--- config.mk ---
export PLATFORM = sky130hd
export DESIGN_NAME = cgl_ctrl
export DESIGN_NICKNAME = d
export VERILOG_FILES = /design/src/hw/rtl/cgl_pkg.sv /design/src/hw/rtl/cgl_ctrl.sv
export SDC_FILE = /design/constraint.sdc
export NUM_CORES = 1
export LEC_CHECK = 0
export ABC_AREA = 1
export BUFFER_PORTS_ARGS = -buffer_cell sky130_fd_sc_hd__buf_2
export CORE_MARGIN = 3
export CORE_UTILIZATION = 49
export CTS_CLUSTER_DIAMETER = 150
export DETAILED_ROUTE_END_ITERATION = 10
export GPL_TIMING_DRIVEN = 1
export HOLD_SLACK_MARGIN = 0.02
export PLACE_DENSITY = 0.86
export REMOVE_ABC_BUFFERS = 1
export SETUP_SLACK_MARGIN = 0.5
export SYNTH_ARGS = -nofsm -noshare
export SYNTH_HDL_FRONTEND = slang
export SYNTH_SLANG_ARGS = --single-unit
--- constraint.sdc ---
create_clock -name clk -period 1.78 [get_ports clk]
set_clock_uncertainty 0.1 [all_clocks]
set_input_delay 0.356 -clock clk [delete_from_list [all_inputs] [get_ports clk]]
set_output_delay 0.356 -clock clk [all_outputs]
set_load 0.01 [all_outputs]
--- src/hw/rtl/cgl_pkg.sv ---
// ----------------------------------------------------------------------------
// cgl_pkg
// Shared types, codes and constants of the character-map glyph lookup.
// ----------------------------------------------------------------------------
package cgl_pkg;

  localparam int TABLE_BYTES = 65536;
  localparam int TBL_AW      = $clog2(TABLE_BYTES);
  localparam int CALC_W      = 40;  // wide enough for 16 + 12 * (2^32 - 1) + 8

  // register indexes of the configuration port
  localparam logic [1:0] CFG_FORMAT = 2'd0;
  localparam logic [1:0] CFG_LENGTH = 2'd1;
  localparam logic [1:0] CFG_GLYPHS = 2'd2;

  // subtable formats
  localparam logic [3:0] FMT_BYTE    = 4'd0;
  localparam logic [3:0] FMT_SEG     = 4'd4;
  localparam logic [3:0] FMT_TRIM16  = 4'd6;
  localparam logic [3:0] FMT_TRIM32  = 4'd10;
  localparam logic [3:0] FMT_SEQ     = 4'd12;
  localparam logic [3:0] FMT_CONST   = 4'd13;
  localparam logic [3:0] FMT_NONE    = 4'd15;

  // read lengths in bytes
  localparam logic [2:0] LEN_B = 3'd1;
  localparam logic [2:0] LEN_H = 3'd2;
  localparam logic [2:0] LEN_W = 3'd4;

  // fixed header offsets
  localparam logic [7:0] OFS_SEG_COUNT = 8'd6;
  localparam logic [7:0] OFS_T16_FIRST = 8'd6;
  localparam logic [7:0] OFS_T16_COUNT = 8'd8;
  localparam logic [7:0] OFS_T16_ARRAY = 8'd10;
  localparam logic [7:0] OFS_T32_FIRST = 8'd12;
  localparam logic [7:0] OFS_T32_COUNT = 8'd16;
  localparam logic [7:0] OFS_T32_ARRAY = 8'd20;
  localparam logic [7:0] OFS_GRP_COUNT = 8'd12;

  typedef enum logic [3:0] {
    AS_IMM,
    AS_CODE_BYTE,
    AS_SEG_END,
    AS_SEG_START,
    AS_SEG_DELTA,
    AS_SEG_ROFF,
    AS_SEG_GLYPH,
    AS_TRIM,
    AS_GRP_END,
    AS_GRP_FIRST,
    AS_GRP_GLYPH
  } addr_sel_t;

  typedef enum logic [3:0] {
    OP_NONE,
    OP_INIT,
    OP_SET_SEGS,
    OP_SET_N,
    OP_MID,
    OP_STEP,
    OP_SET_FIRST,
    OP_SET_COUNT,
    OP_SET_DELTA,
    OP_SET_ROFF,
    OP_G_RD,
    OP_G_SEGRD,
    OP_G_SEGDIRECT,
    OP_G_GRP_SEQ,
    OP_G_GRP_CONST
  } dp_op_t;

  typedef struct packed {
    logic       rd_go;
    logic [2:0] rd_len;
    addr_sel_t  addr_sel;
    logic [7:0] imm;
    dp_op_t     op;
    logic       emit;
  } cgl_cmd_t;

  typedef struct packed {
    logic rd_busy;
    logic rd_done;
    logic code_neg;
    logic code_big;
    logic code_lt256;
    logic lo_lt_hi;
    logic lo_lt_n;
    logic code_lt_first;
    logic in_trim;
    logic roff_zero;
    logic out_free;
  } cgl_stat_t;

endpackage

--- src/hw/rtl/cgl_ctrl.sv ---
// ----------------------------------------------------------------------------
// cgl_ctrl
// Lookup sequencer: walks the format's header, binary search and glyph fetch.
// ----------------------------------------------------------------------------
module cgl_ctrl (
  input  logic               clk,
  input  logic               rst_n,
  input  logic               in_valid,
  input  logic               in_operation,
  input  logic [3:0]         map_format,
  input  cgl_pkg::cgl_stat_t stat,
  output logic               in_stall,
  output cgl_pkg::cgl_cmd_t  cmd
);
  import cgl_pkg::*;

  typedef enum logic [18:0] {
    ST_IDLE     = 19'h00001,
    ST_DISPATCH = 19'h00002,
    ST_WT_G     = 19'h00004,
    ST_WT_FIRST = 19'h00008,
    ST_WT_COUNT = 19'h00010,
    ST_TRIM_CHK = 19'h00020,
    ST_WT_SEGS  = 19'h00040,
    ST_WT_N     = 19'h00080,
    ST_LOOP     = 19'h00100,
    ST_MID_RD   = 19'h00200,
    ST_WT_END   = 19'h00400,
    ST_WT_START = 19'h00800,
    ST_CHK      = 19'h01000,
    ST_WT_DELTA = 19'h02000,
    ST_WT_ROFF  = 19'h04000,
    ST_ROFF_CHK = 19'h08000,
    ST_WT_G4    = 19'h10000,
    ST_WT_GG    = 19'h20000,
    ST_FINISH   = 19'h40000
  } state_t;

  state_t state_r, state_nxt;
  logic   is_seg, is_t32;

  assign is_seg   = (map_format == FMT_SEG);
  assign is_t32   = (map_format == FMT_TRIM32);
  assign in_stall = (state_r != ST_IDLE);

  always_comb begin
    state_nxt    = state_r;
    cmd.rd_go    = 1'b0;
    cmd.rd_len   = LEN_H;
    cmd.addr_sel = AS_IMM;
    cmd.imm      = '0;
    cmd.op       = OP_NONE;
    cmd.emit     = 1'b0;

    unique case (state_r)
      ST_IDLE: begin
        if (in_valid && in_operation) begin
          cmd.op    = OP_INIT;
          state_nxt = ST_DISPATCH;
        end
      end
      ST_DISPATCH: begin
        state_nxt = ST_FINISH;
        if (!stat.code_neg) begin
          case (map_format) inside
            FMT_BYTE: begin
              if (stat.code_lt256) begin
                cmd.rd_go    = 1'b1;
                cmd.rd_len   = LEN_B;
                cmd.addr_sel = AS_CODE_BYTE;
                state_nxt    = ST_WT_G;
              end
            end
            FMT_SEG: begin
              if (!stat.code_big) begin
                cmd.rd_go = 1'b1;
                cmd.imm   = OFS_SEG_COUNT;
                state_nxt = ST_WT_SEGS;
              end
            end
            FMT_TRIM16: begin
              cmd.rd_go = 1'b1;
              cmd.imm   = OFS_T16_FIRST;
              state_nxt = ST_WT_FIRST;
            end
            FMT_TRIM32: begin
              cmd.rd_go  = 1'b1;
              cmd.rd_len = LEN_W;
              cmd.imm    = OFS_T32_FIRST;
              state_nxt  = ST_WT_FIRST;
            end
            FMT_SEQ, FMT_CONST: begin
              cmd.rd_go  = 1'b1;
              cmd.rd_len = LEN_W;
              cmd.imm    = OFS_GRP_COUNT;
              state_nxt  = ST_WT_N;
            end
            default: ;
          endcase
        end
      end
      ST_WT_G: begin
        if (stat.rd_done) begin
          cmd.op    = OP_G_RD;
          state_nxt = ST_FINISH;
        end
      end
      ST_WT_FIRST: begin
        if (stat.rd_done) begin
          cmd.op     = OP_SET_FIRST;
          cmd.rd_go  = 1'b1;
          cmd.rd_len = is_t32 ? LEN_W : LEN_H;
          cmd.imm    = is_t32 ? OFS_T32_COUNT : OFS_T16_COUNT;
          state_nxt  = ST_WT_COUNT;
        end
      end
      ST_WT_COUNT: begin
        if (stat.rd_done) begin
          cmd.op    = OP_SET_COUNT;
          state_nxt = ST_TRIM_CHK;
        end
      end
      ST_TRIM_CHK: begin
        if (stat.in_trim) begin
          cmd.rd_go    = 1'b1;
          cmd.addr_sel = AS_TRIM;
          cmd.imm      = is_t32 ? OFS_T32_ARRAY : OFS_T16_ARRAY;
          state_nxt    = ST_WT_G;
        end else begin
          state_nxt = ST_FINISH;
        end
      end
      ST_WT_SEGS: begin
        if (stat.rd_done) begin
          cmd.op    = OP_SET_SEGS;
          state_nxt = ST_LOOP;
        end
      end
      ST_WT_N: begin
        if (stat.rd_done) begin
          cmd.op    = OP_SET_N;
          state_nxt = ST_LOOP;
        end
      end
      ST_LOOP: begin
        if (stat.lo_lt_hi) begin
          cmd.op    = OP_MID;
          state_nxt = ST_MID_RD;
        end else if (!stat.lo_lt_n) begin
          state_nxt = ST_FINISH;
        end else begin
          cmd.rd_go    = 1'b1;
          cmd.rd_len   = is_seg ? LEN_H : LEN_W;
          cmd.addr_sel = is_seg ? AS_SEG_START : AS_GRP_FIRST;
          state_nxt    = ST_WT_START;
        end
      end
      ST_MID_RD: begin
        cmd.rd_go    = 1'b1;
        cmd.rd_len   = is_seg ? LEN_H : LEN_W;
        cmd.addr_sel = is_seg ? AS_SEG_END : AS_GRP_END;
        state_nxt    = ST_WT_END;
      end
      ST_WT_END: begin
        if (stat.rd_done) begin
          cmd.op    = OP_STEP;
          state_nxt = ST_LOOP;
        end
      end
      ST_WT_START: begin
        if (stat.rd_done) begin
          cmd.op    = OP_SET_FIRST;
          state_nxt = ST_CHK;
        end
      end
      ST_CHK: begin
        if (stat.code_lt_first) begin
          state_nxt = ST_FINISH;
        end else if (is_seg) begin
          cmd.rd_go    = 1'b1;
          cmd.addr_sel = AS_SEG_DELTA;
          state_nxt    = ST_WT_DELTA;
        end else begin
          cmd.rd_go    = 1'b1;
          cmd.rd_len   = LEN_W;
          cmd.addr_sel = AS_GRP_GLYPH;
          state_nxt    = ST_WT_GG;
        end
      end
      ST_WT_DELTA: begin
        if (stat.rd_done) begin
          cmd.op       = OP_SET_DELTA;
          cmd.rd_go    = 1'b1;
          cmd.addr_sel = AS_SEG_ROFF;
          state_nxt    = ST_WT_ROFF;
        end
      end
      ST_WT_ROFF: begin
        if (stat.rd_done) begin
          cmd.op    = OP_SET_ROFF;
          state_nxt = ST_ROFF_CHK;
        end
      end
      ST_ROFF_CHK: begin
        if (stat.roff_zero) begin
          cmd.op    = OP_G_SEGDIRECT;
          state_nxt = ST_FINISH;
        end else begin
          cmd.rd_go    = 1'b1;
          cmd.addr_sel = AS_SEG_GLYPH;
          state_nxt    = ST_WT_G4;
        end
      end
      ST_WT_G4: begin
        if (stat.rd_done) begin
          cmd.op    = OP_G_SEGRD;
          state_nxt = ST_FINISH;
        end
      end
      ST_WT_GG: begin
        if (stat.rd_done) begin
          cmd.op    = (map_format == FMT_SEQ) ? OP_G_GRP_SEQ : OP_G_GRP_CONST;
          state_nxt = ST_FINISH;
        end
      end
      ST_FINISH: begin
        if (stat.out_free) begin
          cmd.emit  = 1'b1;
          state_nxt = ST_IDLE;
        end
      end
      default: state_nxt = ST_IDLE;
    endcase
  end

  always_ff @(posedge clk) begin
    if (!rst_n) begin
      state_r <= ST_IDLE;
    end else begin
      state_r <= state_nxt;
    end
  end

endmodule

==> metrics, run 1 <==
outcome=did not finish; Fail Step=5_1_grt; error msg=[ERROR GRT-0232] Routing congestion too high. Check the congestion heatmap in the GUI.; Syn. warnings=0; die span in x=67.1 um; pre-CTS setup slack=-0.280 ns; Synth Flop Type=dfxtp_1; Syn Area/Cell=5.93 um^2; cell row count=21; number of synthesized flops with an enable pin=0; Clock Tree Root=clkbuf_8; H-tree depth=1; IO Pins=41; Global Route Usage Sum=65.0%; TritonCTS Buffers=3; Mapped Cells=309; CTS sink count=19; sequential cell area fraction in the yosys report=20.8%; area of the mapped netlist=1830 um^2; Placed Area=2530 um^2; port buffer count=35; Worst EP post-GRT repair=cmd[18]; largest net degree at the start of global routing=20; gr ovfl total=1; Routability Congestion=1.08; Worst EP Category=output port; detailed placement HPWL=4770 um; ys async rst share=0%; Die Height=67.1 um; Unique masters post-synth=30; Initial Utilization=52.8%; Longest Clk Path Bufs=2; synthesis-stage register bit count=19
per-stage QoR:
| stage | cells | utilization [%] |
|---|---|---|
| after CTS | 470 | 84.8 |
| after detailed placement | 454 | 72.9 |
| after global placement | 454 | 72.9 |
| after floorplan | 304 | - |
cells in the mapped netlist (2+ instances only):
cell type | number | area (um^2)
nand2_1 | 67 | 251
inv_1 | 54 | 203
nor2_1 | 46 | 173
nand3_1 | 30 | 150
dfxtp_1 | 19 | 380
nor2_2 | 17 | 106
nand4_1 | 11 | 68.8
nor3_1 | 10 | 50.1
a21oi_1 | 7 | 35.0
nand3b_1 | 6 | 45.0
nor2_4 | 6 | 67.6
o21ai_0 | 6 | 30.0
nand2_2 | 5 | 31.3
buf_4 | 4 | 30.0
nand3_2 | 3 | 30.0
a31oi_1 | 2 | 12.5
buf_6 | 2 | 22.5
o211ai_1 | 2 | 15.0
metal layers:
metal	overflow	global-route usage, %
met5	0	22.5
met4	1	71.9
met3	0	45.9
met2	0	84.4
met1	0	61.4
logic make-up after synthesis:
group	after synthesis	synth area share [%]
buffers and inverters	62	15.3
other	1	0.205
AO/OA/AOI/OAI	20	6.83
flip-flops	19	20.8
AND/OR/NAND/NOR	207	56.9
repair_timing:
action                                  4_1_cts
setup buffers                                11
pin swaps                                    28
gates cloned                                  1
endpoints found under the setup margin       37
hold buffers                                  0
resized for setup                            74
endpoints found under the hold margin         0
==> run 2, diff against run 1 <==
CORE_UTILIZATION = 40   (was 49)
CTS_CLUSTER_DIAMETER = not set   (was 150)
HOLD_SLACK_MARGIN = not set   (was 0.02)
PLACE_DENSITY = not set   (was 0.86)
PLACE_DENSITY_LB_ADDON = 0.15   (was not set)
SETUP_SLACK_MARGIN = not set   (was 0.5)
clock period = 2.3 ns   (was 1.78 ns; I/O delays follow)
==> run 2 against run 1 <==
The flow now finishes, with violations (negative setup slack). Area after synthesis unchanged. Synthesized cell count is the same.
==> metrics, run 2 <==
post-route minimum period=2.47 ns; Global Route Usage Sum=22.2%; met2 WL=2850 um; Max rail drop VDD=0.440 mV; Leak=1.47 nW; antenna viol nets, final=0; post-synth top area share=20.8%; Power Dens Cells=1330 nW/um^2; Remaining DRCs=0; initial antenna violation count=0; Seq pwr share=14.9%; # setup viols final=19; CP delay by family, top=simple AND/OR/NAND/NOR gates; Mapped Cells=309; number of synthesized flops with an enable pin=0; wl on met1=2730 um; RSZ-0062 raised after global routing=true; final setup margin=-0.169 ns; commonest non-fill, non-tap cells in the layout=nand2_1 (58), inv_1 (46), buf_4 (43), buf_2 (34), nor2_1 (30); cell row count=23; CP endpoint kind=primary output; final wirelength=6150 um; layout cells sized above 1=46.8%; synthesis-stage register bit count=19; detailed placement HPWL=4200 um; Initial Utilization=43.6%; router iterations before antenna repair=4; most used cell, CP=nor2_4; CP max stage delay=0.34 ns; Core ar.=4200 um^2; part of the cycle the worst path needs=107%; fmax=405 MHz; CTS sink count=19; Placed Area=2140 um^2; ys async rst share=0%; worst r2r src=state_r[10]; Design Area, Final=2740 um^2; Final #Nets=415; switching power=0.00181 W; highest routed layer=met4; die footprint=5430 um^2; pre-CTS setup slack=0.0528 ns; Data arrival, critical path=1.91 ns; Clock power frac=6.8%; cts-stage hold buffer count=0; HP Start=stat[7]; Clock Tree Root=clkbuf_8; crit path max fanout=5; Regs by FF count=state_r x19; TritonCTS clock tree=done; Syn. warnings=0; area of the mapped netlist=1830 um^2; largest net degree at the start of global routing=20; Sw Ratio=49.7%; Logic pwr share=78.3%; H-tree depth=1; Synth-to-Final Area Change=49.5%; routed vias/inst=5.11; gr ovfl total=0; most common cell in the netlist=nand2_1; Initial DRC Count=211; met3 WL=433 um; Syn Area/Cell=5.93 um^2; Final Max Slew Viols=0; IO Pins=41; wire length of the first global-routing pass=9470 um; Worst R2R End=state_r[15]; Die Height=73.7 um; Vias=2272; Synth area leader=dfxtp_1; Hold WC Path Type=in2reg; sequential cell area fraction in the yosys report=20.8%; failing checks=negative setup slack; Final Hold Viols=0; Worst Path Required=1.74 ns; commonest non-fill, non-tap cell in the layout=nand2_1; CP Cell Sequence=nor2_4 > nand2_4 > nor2_4 > buf_6 > nand3_4 > nor2_4 > buf_4 > nand2_1 > o211ai_1 > buf_2; port buffer count=35; Startpoint Class=flop; clock latency on the worst-skew pair=0.27 ns; WL/cell=13.8 um; TritonCTS Buffers=3; Top reg by flops=state_r; diodes inserted=0; clk slew on worst S/H paths=0.08 ns; R2R Setup Slk=-0.03 ns; Min-Delay Path Depth=4; P_int=0.00183 W; top post-synthesis cells by count=nand2_1 (67), inv_1 (54), nor2_1 (46); max reg flops=19; outcome=finished, violations left; vias in the first global route=2077; Area contributors post-synth=dfxtp_1 (21%), nand2_1 (14%), inv_1 (11%), nor2_1 (9.4%), nand3_1 (8.2%); Longest Clk Path Bufs=2; slowest CP cell=dfxtp_2; Synth Flop Type=dfxtp_1; Routability Congestion=0.931; Unique masters post-synth=30; r2r worst-path depth=15; WS Path Type=reg2out; number of max-cap violations=0; Buf+Inv Stages, Crit Path=3; Hold Path End=state_r[6]; die span in x=73.7 um
run 2: layer usage:
metal	vias to the layer above	GRT usage, %
li1	1149	-
met1	1015	30.2
met2	95	36.6
met3	13	2.87
met4	0	6.04
met5	-	0
run 2: cell type report:
| class | count | area (um^2) |
|---|---|---|
| fillers | 370 | 1460 |
| multi-input cells | 232 | 1430 |
| repair buffers | 86 | 594 |
| flip-flops and latches | 19 | 398 |
| inverters | 54 | 206 |
| well taps | 50 | 62.6 |
| clock buffers | 4 | 45.0 |
run 2: cell families after synthesis:
group / count (synthesis) / share of synthesized area, %
AO/OA/AOI/OAI: 20 / 6.83
buffers and inverters: 62 / 15.3
AND/OR/NAND/NOR: 207 / 56.9
other: 1 / 0.205
flip-flops: 19 / 20.8
run 2: metrics by stage:
step / cells / TNS, ns / hold WS, ns / total power (W) / util, %
floorplan: 304 / 0 / 0.415 / 0.00187 / -
global placement: 407 / 0 / 0.439 / 0.00244 / 50.9
detailed placement: 407 / 0 / 0.444 / 0.00248 / 50.9
CTS: 428 / -0.635 / 0.415 / 0.00316 / 59.0
global route: 445 / -3.74 / 0.424 / 0.00388 / 65.2
finish: 445 / -1.86 / 0.409 / 0.00363 / 65.2
run 2: worst max path at each step:
stage / slack (ns) / from / endpoint / cells past startpoint
2_1_floorplan: 0.20 / state_r[8] / cmd[20] / 9
3_3_place_gp: 0.06 / map_format[0] / cmd[18] / 8
3_5_place_dp: 0.05 / state_r[4] / cmd[13] / 10
4_1_cts: -0.09 / state_r[13] / cmd[13] / 10
5_1_grt: -0.24 / state_r[10] / cmd[3] / 10
6_report: -0.17 / state_r[10] / cmd[8] / 10
run 2: power by group through the flow:
stage	combinational (W)	clock [W]	sequential, W
after floorplan	0.00137	0	0.000500
after global placement	0.00193	0	0.000502
after detailed placement	0.00197	0	0.000506
after CTS	0.00238	0.000247	0.000530
after global routing	0.00307	0.000260	0.000550
final	0.00284	0.000247	0.000541
run 2: what timing repair did:
item | CTS | global route
gates cloned | 1 | 0
setup buffers | 16 | 18
pin swaps | 18 | 21
resized for setup | 58 | 36
setup endpoints to repair | 16 | 30
run 2: tightest hold or removal path: cells and delay by family:
kind	cells	cell delay [ns]
buffers and inverters	1	0.09
and+or+nand+nor	3	0.19
Power figures use the tool's default switching activity.
==> run 3, diff against run 2 <==
CTS_BUF_LIST = sky130_fd_sc_hd__clkbuf_8   (was not set)
==> run 3 against run 2 <==
The flow still finishes with violations (negative setup slack). Sequential power about the same. Global-route usage unchanged. Fmax is essentially flat. Worst hold slack lost 0.0029 ns. Design area did not move. First-iteration DRC count shrank 2.8%. Routed wire length increased by 0.34%. Worst setup slack about the same. Clock-buffer cell count fell by 1. Via count rose by 0.40%. Flip-flop and latch count did not move. Critical path type unchanged.
==> metrics, run 3 (synthesis results as in run 2) <==
die footprint=5430 um^2; WL/cell=13.9 um; Regs by FF count=state_r x19; failing checks=negative setup slack; Non-Filler Instances=445; final wirelength=6170 um; Design Area, Final=2740 um^2; Data arrival, critical path=1.91 ns; router iterations before antenna repair=4; TritonCTS Buffers=3; die span in x=73.7 um; Vias=2281; number of max-cap violations=0; routed vias/inst=5.13; crit path max fanout=5; Final #Nets=415; post-route minimum period=2.47 ns; Synth-to-Final Area Change=49.5%; largest net degree at the start of global routing=20; outcome=finished, violations left; cell row count=23; setup TNS=-1.90 ns; Clock Tree Root=clkbuf_8; Core ar.=4200 um^2; Leak=1.47 nW; part of the cycle the worst path needs=107%; R2R Setup Slk=-0.02 ns; Power Dens Cells=1330 nW/um^2; gr ovfl total=0; Longest Clk Path Bufs=2; Top reg by flops=state_r; placed instance count=407; clock latency on the worst-skew pair=0.27 ns; cts-stage hold buffer count=0; IO Pins=41; vias in the first global route=2077; Most Crowded Layer GR=met2; detailed placement HPWL=4200 um; # setup viols final=19; max reg flops=19; Final Hold Viols=0; GR Util met2=36.6%; Max rail drop VDD=0.441 mV; Initial Utilization=43.6%; Final Max Slew Viols=0; commonest non-fill, non-tap cell in the layout=nand2_1; Global Route met3 Usage=2.87%; wire length of the first global-routing pass=9470 um; H-tree depth=1; port buffer count=35; Min-Delay Path Depth=4; Hold WC Path Type=in2reg; Startpoint Class=flop; Placed Area=2140 um^2; fmax=405 MHz; antenna viol nets, final=0; diodes inserted=0; TritonCTS clock tree=done; Initial DRC Count=205; WS Path Type=reg2out; RSZ-0062 raised after global routing=true; Remaining DRCs=0; CTS sink count=19; r2r worst-path depth=15; Worst Path Required=1.74 ns; commonest non-fill, non-tap cells in the layout=nand2_1 (58), inv_1 (47), buf_4 (43), buf_2 (34), nor2_1 (30); Die Height=73.7 um; clk slew on worst S/H paths=0.08 ns; final setup margin=-0.169 ns; layout cells sized above 1=46.8%; CP endpoint kind=primary output; Routability Congestion=0.931; global-route met1 utilization=30.2%; Global Route Usage Sum=22.2%; initial antenna violation count=0
-- run 3: changes by cell type in the layout (fill, tap and decap cells not counted), sizes merged --
cell	before	now
clkbuf	4	3
inv	53	54
-- run 3: repair_timing --
item | in CTS | in global routing
buffers inserted | 16 | 18
gates cloned | 1 | 0
setup endpoints to repair | 16 | 30
resized for setup | 58 | 36
pin swaps | 18 | 21
-- run 3: layout make-up --
type / instances / area, um^2
Sequential cell: 19 / 398
Clock inverter: 1 / 3.75
Fill cell: 370 / 1460
Multi-Input combinational cell: 232 / 1430
Timing Repair Buffer: 86 / 594
Tap cell: 50 / 62.6
Inverter: 54 / 206
Clock buffer: 3 / 41.3
-- run 3: path summary, 6_finish.rpt --
| kind | start | endpoint |
|---|---|---|
| worst max-delay path | state_r[10] | cmd[8] |
| worst min-delay path | stat[7] | state_r[6] |
| worst max register to register | state_r[10] | state_r[15] |
| worst min register to register | state_r[2] | state_r[2] |
-- run 3: stage by stage --
step	setup WS (ns)	hold WS, ns	total power, W	util (%)
floorplan	0.198	0.415	0.00187	-
global placement	0.0582	0.439	0.00244	50.9
detailed placement	0.0528	0.444	0.00248	50.9
CTS	-0.0872	0.414	0.00316	59.0
global route	-0.239	0.423	0.00387	65.2
finish	-0.169	0.406	0.00363	65.2
-- run 3: metal layers --
layer | vias up | wire [um]
met4 | 0 | 140
met2 | 94 | 2860
met1 | 1025 | 2740
li1 | 1149 | -
met5 | - | 0
met3 | 13 | 430
-- run 3: where the power goes --
part	total, W	internal [W]	leakage (nW)	switching (W)
registers	0.000541	0.000448	0.159	0.0000932
clock network	0.000245	0.000119	0.0269	0.000126
logic	0.00284	0.00125	1.29	0.00159
-- run 3: critical path: stages (launching register included) --
cell and delay [ns]:
dfxtp_2 0.34, nor2_4 0.15, nand2_4 0.11, nor2_4 0.26, buf_6 0.15, nand3_4 0.09
nor2_4 0.13, buf_4 0.12, nand2_1 0.06, o211ai_1 0.08, buf_2 0.15
==> run 4, diff against run 3 <==
MAX_ROUTING_LAYER = met4   (was not set)
==> run 4 against run 3 <==
Worst hold slack gained 0.012 ns. Sequential share of layout area grew 0.11 points. The flow still finishes with violations (negative setup slack). Flip-flop and latch count did not move. Highest routed layer unchanged. Utilization is 0.12 points higher. Combinational power grew 6%. Via count is 1.2% lower.
==> metrics, run 4 (synthesis results as in run 2) <==
Clock Tree Root=clkbuf_8; diodes inserted=0; Die Height=73.7 um; Final Core Density=65.3%; Leak=1.48 nW; Remaining DRCs=0; Startpoint Class=flop; TritonCTS clock tree=done; Synth-to-Final Area Change=49.8%; cell row count=23; die footprint=5430 um^2; Setup crit end=cmd[1]; commonest non-fill, non-tap cell in the layout=nand2_1; antenna viol nets, final=0; Routability Congestion=0.949; Data arrival, critical path=1.88 ns; part of the cycle the worst path needs=106%; fillers=382; Longest Clk Path Bufs=2; Non-Filler Instances=439; Multi-input gate area=1440 um^2; Setup crit start=state_r[11]; wl on met1=2790 um; r2r worst-path depth=14; IO Pins=41; Final Max Slew Viols=0; worst r2r src=state_r[11]; Worst R2R End=state_r[15]; # setup viols final=18; largest net degree at the start of global routing=20; Top reg by flops=state_r; router iterations before antenna repair=7; outcome=finished, violations left; RSZ-0062 raised after global routing=true; register area=402 um^2; crit path max fanout=4; Core ar.=4200 um^2; Power Dens Cells=1390 nW/um^2; vias in the first global route=1947; number of max-cap violations=0; Hold WC Path Type=in2reg; WL/cell=14.0 um; port buffer count=35; detailed placement HPWL=4220 um; commonest non-fill, non-tap cells in the layout=nand2_1 (56), inv_1 (45), buf_4 (34), nor2_1 (32), buf_2 (32); highest routed layer=met4; CP endpoint kind=primary output; final wirelength=6160 um; clock latency on the worst-skew pair=0.26 ns; layout cells sized above 1=48.1%; clk slew on worst S/H paths=0.08 ns; routed vias/inst=5.13; Regs by FF count=state_r x19; TritonCTS Buffers=3; WS Path Type=reg2out; cts-stage hold buffer count=0; Global Route Usage Sum=22.5%; Total Power=0.00382 W; Max rail drop VDD=0.586 mV; met2 WL=2830 um; die span in x=73.7 um; Final Hold Viols=0; Vias=2253; placed instance count=408; met3 WL=432 um; fmax=411 MHz; initial antenna violation count=0; gr ovfl total=0; wire length of the first global-routing pass=9250 um; post-route minimum period=2.44 ns; Final #Nets=409; CTS sink count=19; final setup margin=-0.136 ns; max reg flops=19; R2R Setup Slk=-0.01 ns; H-tree depth=1; Worst Path Required=1.74 ns; failing checks=negative setup slack; Initial Utilization=43.6%; Initial DRC Count=192
run 4: cell types whose count changed in the layout (fill, tap and decap cells not counted), moves of 3 or more:
cell	previous run	this run
buf_6	9	15
dfxtp_1	9	6
buf_4	43	34
dfxtp_2	8	11
run 4: worst min path at each step:
stage          cells past startpoint          end        start
2_1_floorplan                      2  state_r[11]  state_r[11]
3_3_place_gp                       2  state_r[11]  state_r[11]
3_5_place_dp                       2  state_r[11]  state_r[11]
4_1_cts                            4   state_r[6]      stat[7]
5_1_grt                            4   state_r[6]      stat[7]
6_report                           4   state_r[6]      stat[7]
run 4: layout make-up:
cell class / count / share of cell area, %
timing repair buffer: 81 / 21.3
clock inverter: 1 / 0.182
tap: 50 / 2.28
clock buffer: 3 / 1.50
sequential: 19 / 14.6
inverter: 54 / 7.52
multi-input combinational: 231 / 52.6
run 4: power by group:
group / switching, W / internal [W]
Sequential: 0.000111 / 0.000449
Clock: 0.000126 / 0.000121
Combinational: 0.00162 / 0.00140
Total: 0.00185 / 0.00197
run 4: routing by layer:
| metal | global-route usage, % | vias to the layer above |
|---|---|---|
| met4 | 4.83 | 0 |
| met5 | - | - |
| li1 | - | 1132 |
| met1 | 32.4 | 999 |
| met2 | 34.3 | 113 |
| met3 | 1.64 | 9 |
run 4: critical path, stage by stage, from the launching register on:
cell     delay, ns
dfxtp_4       0.37
nor2_4        0.13
nand2_4       0.08
nor2_4        0.20
buf_6         0.13
nand3_4       0.08
nor3_4        0.13
buf_6         0.14
nand4_1       0.11
nand4_1       0.11
buf_2         0.13
run 4: what timing repair did:
action,in CTS,in global routing
pin swaps,15,17
setup endpoints to repair,16,30
buffers inserted,13,14
hold endpoints to repair,0,0
resized for setup,45,63
run 4: per-stage QoR:
stage               cell area (um^2)  setup slack [ns]  TNS [ns]  hold WS, ns
detailed placement              2150            0.0342         0        0.450
finish                          2740            -0.136     -1.19        0.418
global placement                2150            0.0632         0        0.438
global route                    2740            -0.211     -3.32        0.433
CTS                             2430           -0.0691    -0.659        0.421
floorplan                       1770             0.198         0        0.415
